## config.mk

```make
export PLATFORM = sky130hd
export DESIGN_NAME = nnlt_slot_scan
export DESIGN_NICKNAME = d
export VERILOG_FILES = /design/src/design/nnlt_slot_scan.sv
export SDC_FILE = /design/constraint.sdc
export NUM_CORES = 1
export LEC_CHECK = 0
export BUFFER_PORTS_ARGS = -buffer_cell sky130_fd_sc_hd__buf_2
export CORE_MARGIN = 5
export CORE_UTILIZATION = 40
export CTS_CLUSTER_SIZE = 28
export DETAILED_ROUTE_END_ITERATION = 16
export MAX_ROUTING_LAYER = met4
export PLACE_DENSITY = 0.84
export SLEW_MARGIN = 0
export SYNTH_ARGS = -nofsm -noshare
export SYNTH_HDL_FRONTEND = slang
export SYNTH_SLANG_ARGS = --single-unit
export TNS_END_PERCENT = 20
```

## constraint.sdc

```tcl
create_clock -name clk -period 4.4 [get_ports clk]
set_input_delay 0.44 -clock clk [delete_from_list [all_inputs] [get_ports clk]]
set_output_delay 0.44 -clock clk [all_outputs]
set_load 0.1 [all_outputs]
```

## src/design/nnlt_slot_scan.sv

```systemverilog
module nnlt_slot_scan #(
  parameter int NEIGHBOURS = 6,
  parameter int DIST_BITS  = 32,
  localparam int PosW = $clog2(NEIGHBOURS + 1),
  localparam int SelW = (NEIGHBOURS > 1) ? $clog2(NEIGHBOURS) : 1
) (
  input  logic                                  clk,
  input  logic                                  rst_n,
  input  logic                                  start,
  input  logic [NEIGHBOURS-1:0][DIST_BITS-1:0]  dists,
  input  logic [DIST_BITS-1:0]                  cand,
  output logic                                  done,
  output logic [PosW-1:0]                       pos
);

  logic            busy_r;
  logic            done_r;
  logic [PosW-1:0] idx_r;
  logic [PosW-1:0] pos_r;
  logic            less;
  logic            last;

  // One comparator walks the slots from rank one upward.
  always_comb begin
    less = dists[idx_r[SelW-1:0]] < cand;
    last = idx_r == PosW'(NEIGHBOURS - 1);
  end

  always_ff @(posedge clk) begin
    if (!rst_n) begin
      busy_r <= 1'b0;
      done_r <= 1'b0;
    end else begin
      done_r <= 1'b0;
      if (start) begin
        busy_r <= 1'b1;
      end else if (busy_r && (!less || last)) begin
        busy_r <= 1'b0;
        done_r <= 1'b1;
      end
    end
  end

  always_ff @(posedge clk) begin
    if (start) begin
      idx_r <= '0;
    end else if (busy_r) begin
      if (!less) begin
        pos_r <= idx_r;
      end else if (last) begin
        pos_r <= PosW'(NEIGHBOURS);
      end else begin
        idx_r <= idx_r + PosW'(1);
      end
    end
  end

  assign done = done_r;
  assign pos  = pos_r;

endmodule

```

==> metrics.txt <==
Post-Syn Area per Cell=8.90 um^2; RSZ-0062 raised after global routing=no; actual slew at the worst max-slew pin=0.692 ns; Ant. Diodes=0; #FFs+latches synth=8; Power Dens Cells=158 nW/um^2; post-synth top area cell=mux4_2; vias in the first global route=3461; Root Buffer=clkbuf_8; share of cells above drive strength 1=0.539; gpl congestion=0.891; Req. time, crit path=4.30 ns; residual DRC count=0; max-cap violation count=0; synth unique cells=between 40 and 50; DPL Wire Length=8720 um; crit start category=flop; # IOs=between 200 and 250; outcome=complete, no violations; Rel. slew slack=0.539; final hold violation count=0; setup TNS=0 ns; final setup vio count=0; Die X=a little over 90 um; Syn Std Cell Area=2660 um^2; maximum clock frequency=~260 MHz; Placed Cells=591; fraction of synthesis flops using an asynchronous set or reset pin=0; port bufs=230; remaining global-route overflow=0; H-Tree Depth=1; worst clock skew=0.00541 ns; via/cell ratio=5.33; top-area cell type share of the netlist area=0.262; Reg clk slew, reported paths=0.04 ns; final cell count without fillers=595; largest net degree at the start of global routing=39; cell row count=29; Post-synth EDFFs=3; initial DRC count=147; die height=about 90 um; register area=around 200 um^2; TritonCTS clock tree=done; clk buf depth=2; CP max FO=38; worst vdd ir=about 0.000093 V; area grow syn2layout=46.9%; Initial Utilization=0.414; CTS resizes=0; final period utilization=0.881; Num CTS Buffers=3; area of the die=8380 um^2; Setup Fix Bufs, Post-CTS=0; worst hold path class=input pin to flop; Core ar.=6420 um^2; first-pass GRT wire length=15600 um; CTS Sinks=8; Seq/Total Area, Yosys=0.0715; largest cells by area after synthesis=mux4_2, ha_1, mux2i_1; initial antenna violation count=0; leakage=2.05 nW; Syn Inst Count=299; minimum clock period after layout=3.88 ns; final WL=9960 um; Total GRT Usage=0.231; Slew Limit Fails=0; Critical Path Sink Type=flop; CTS Hold Buffers Added=0; crit path DAT=3.77 ns; Primary FF master, synth=dfxtp_1; fill count=559; Synth warnings=0; Synthesized Nets=approximately 560; DRT antenna net count=0; worst skew pair latency=0.23 ns; vias post-DR=3171; Final nets=779; crit path kind=flop to flop; area of the multi-input gates=2130 um^2; drt pass-1 iters=4; routed len/inst=16.7 um
-- power by group --
group | total [W] | internal, W | switching (W)
clock | 0.0000948 | 0.0000630 | 0.0000318
sequential | 0.000105 | 0.0000822 | 0.0000225
combinational | 0.000417 | 0.000241 | 0.000177
-- flip-flops by register name, summed over array words and instances (netlist names) --
name,count
busy_r,1
idx_r,3
pos,3
done,1
-- metrics by stage --
stage / setup slack, ns / power [W] / hold slack (ns) / utilization / cell area (um^2)
after floorplan: 0.916 / 0.000375 / 0.468 / - / 2660
after detailed placement: 0.464 / 0.000525 / 0.501 / 0.602 / 3860
after global routing: 0.213 / 0.000674 / 0.452 / 0.609 / 3910
after CTS: 0.444 / 0.000624 / 0.449 / 0.609 / 3910
final: 0.524 / 0.000617 / 0.454 / 0.609 / 3910
after global placement: 0.597 / 0.000509 / 0.494 / 0.602 / 3860
-- synth_stat cells (2+ instances only) --
| cell | count |
|---|---|
| a2111oi_2 | 2 |
| a211oi_1 | 2 |
| a21oi_1 | 11 |
| a22oi_1 | 2 |
| buf_2 | 4 |
| buf_4 | 2 |
| clkbuf_1 | 11 |
| dfxtp_1 | 5 |
| edfxtp_1 | 3 |
| ha_1 | 33 |
| inv_1 | 67 |
| mux2_1 | 2 |
| mux2i_1 | 34 |
| mux4_2 | 31 |
| nand2_1 | 9 |
| nand2b_1 | 3 |
| nand3_1 | 2 |
| nand4_1 | 3 |
| nor2_1 | 6 |
| nor2b_1 | 3 |
| nor3_1 | 4 |
| o21ai_0 | 6 |
| o21ai_1 | 5 |
| o22ai_1 | 31 |
| or2_2 | 2 |
-- worst max-delay path: stages (launching register included) --
cell and delay (ns):
dfxtp_4 0.79, mux4_2 0.59, inv_1 0.07, o22ai_1 0.07, ha_1 0.35, nand4_1 0.15
nor4_1 0.44, a22oi_1 0.20, a311oi_2 0.41, nor3b_2 0.13, a21oi_1 0.33
-- layout by cell type, fill, tap and decap left out, types with 2 or more instances in the layout --
cell type,instances
buf_2,230
edfxtp_1,3
mux4_2,31
clkbuf_8,3
nor2b_1,3
nand3_1,2
nor3_1,4
nand2_1,9
a211oi_1,2
a21oi_1,11
or2_2,2
mux2i_1,34
dfxtp_1,3
o21ai_1,5
o22ai_1,31
nand4_1,3
o21ai_0,6
mux2_1,2
a2111oi_2,2
nand2b_1,3
buf_4,3
nor2_1,6
inv_1,67
ha_1,33
a22oi_1,2
-- path summary, 6_finish.rpt --
check | start | end | slack, ns | cells after the start
max | idx_r[0] | pos[0] | 0.52 | 10
max reg2reg | idx_r[0] | pos[0] | 0.52 | 10
min | rst_n | busy_r | 0.45 | 2
min reg2reg | busy_r | done | 0.50 | 2
-- final cells by class --
class                           count  share of cell area
Sequential cell                     8              0.0499
Multi-Input combinational cell    205               0.544
Clock buffer                        4              0.0115
Inverter                           67              0.0643
Tap cell                           77              0.0246
Timing Repair Buffer              234               0.305
-- cells by family (layout without fill, tap and decap cells) --
kind of cell | Yosys count | count (layout) | share of synthesized area
flops | 8 | 8 | 0.0715
mux | 67 | 67 | 0.399
fa+ha+maj | 33 | 33 | 0.155
compound gates | 69 | 69 | 0.175
simple gates | 36 | 36 | 0.0705
buf+inv | 86 | 305 | 0.129
-- routing by layer --
layer  global-route usage  wire length [um]  vias up
met4               0.0415               134        0
met2                0.432              5470      141
met3               0.0463               759       14
met1                0.253              3590     1459
li1                     -                 -     1557
met5                    -                 0        -
Power figures use the tool's default switching activity.
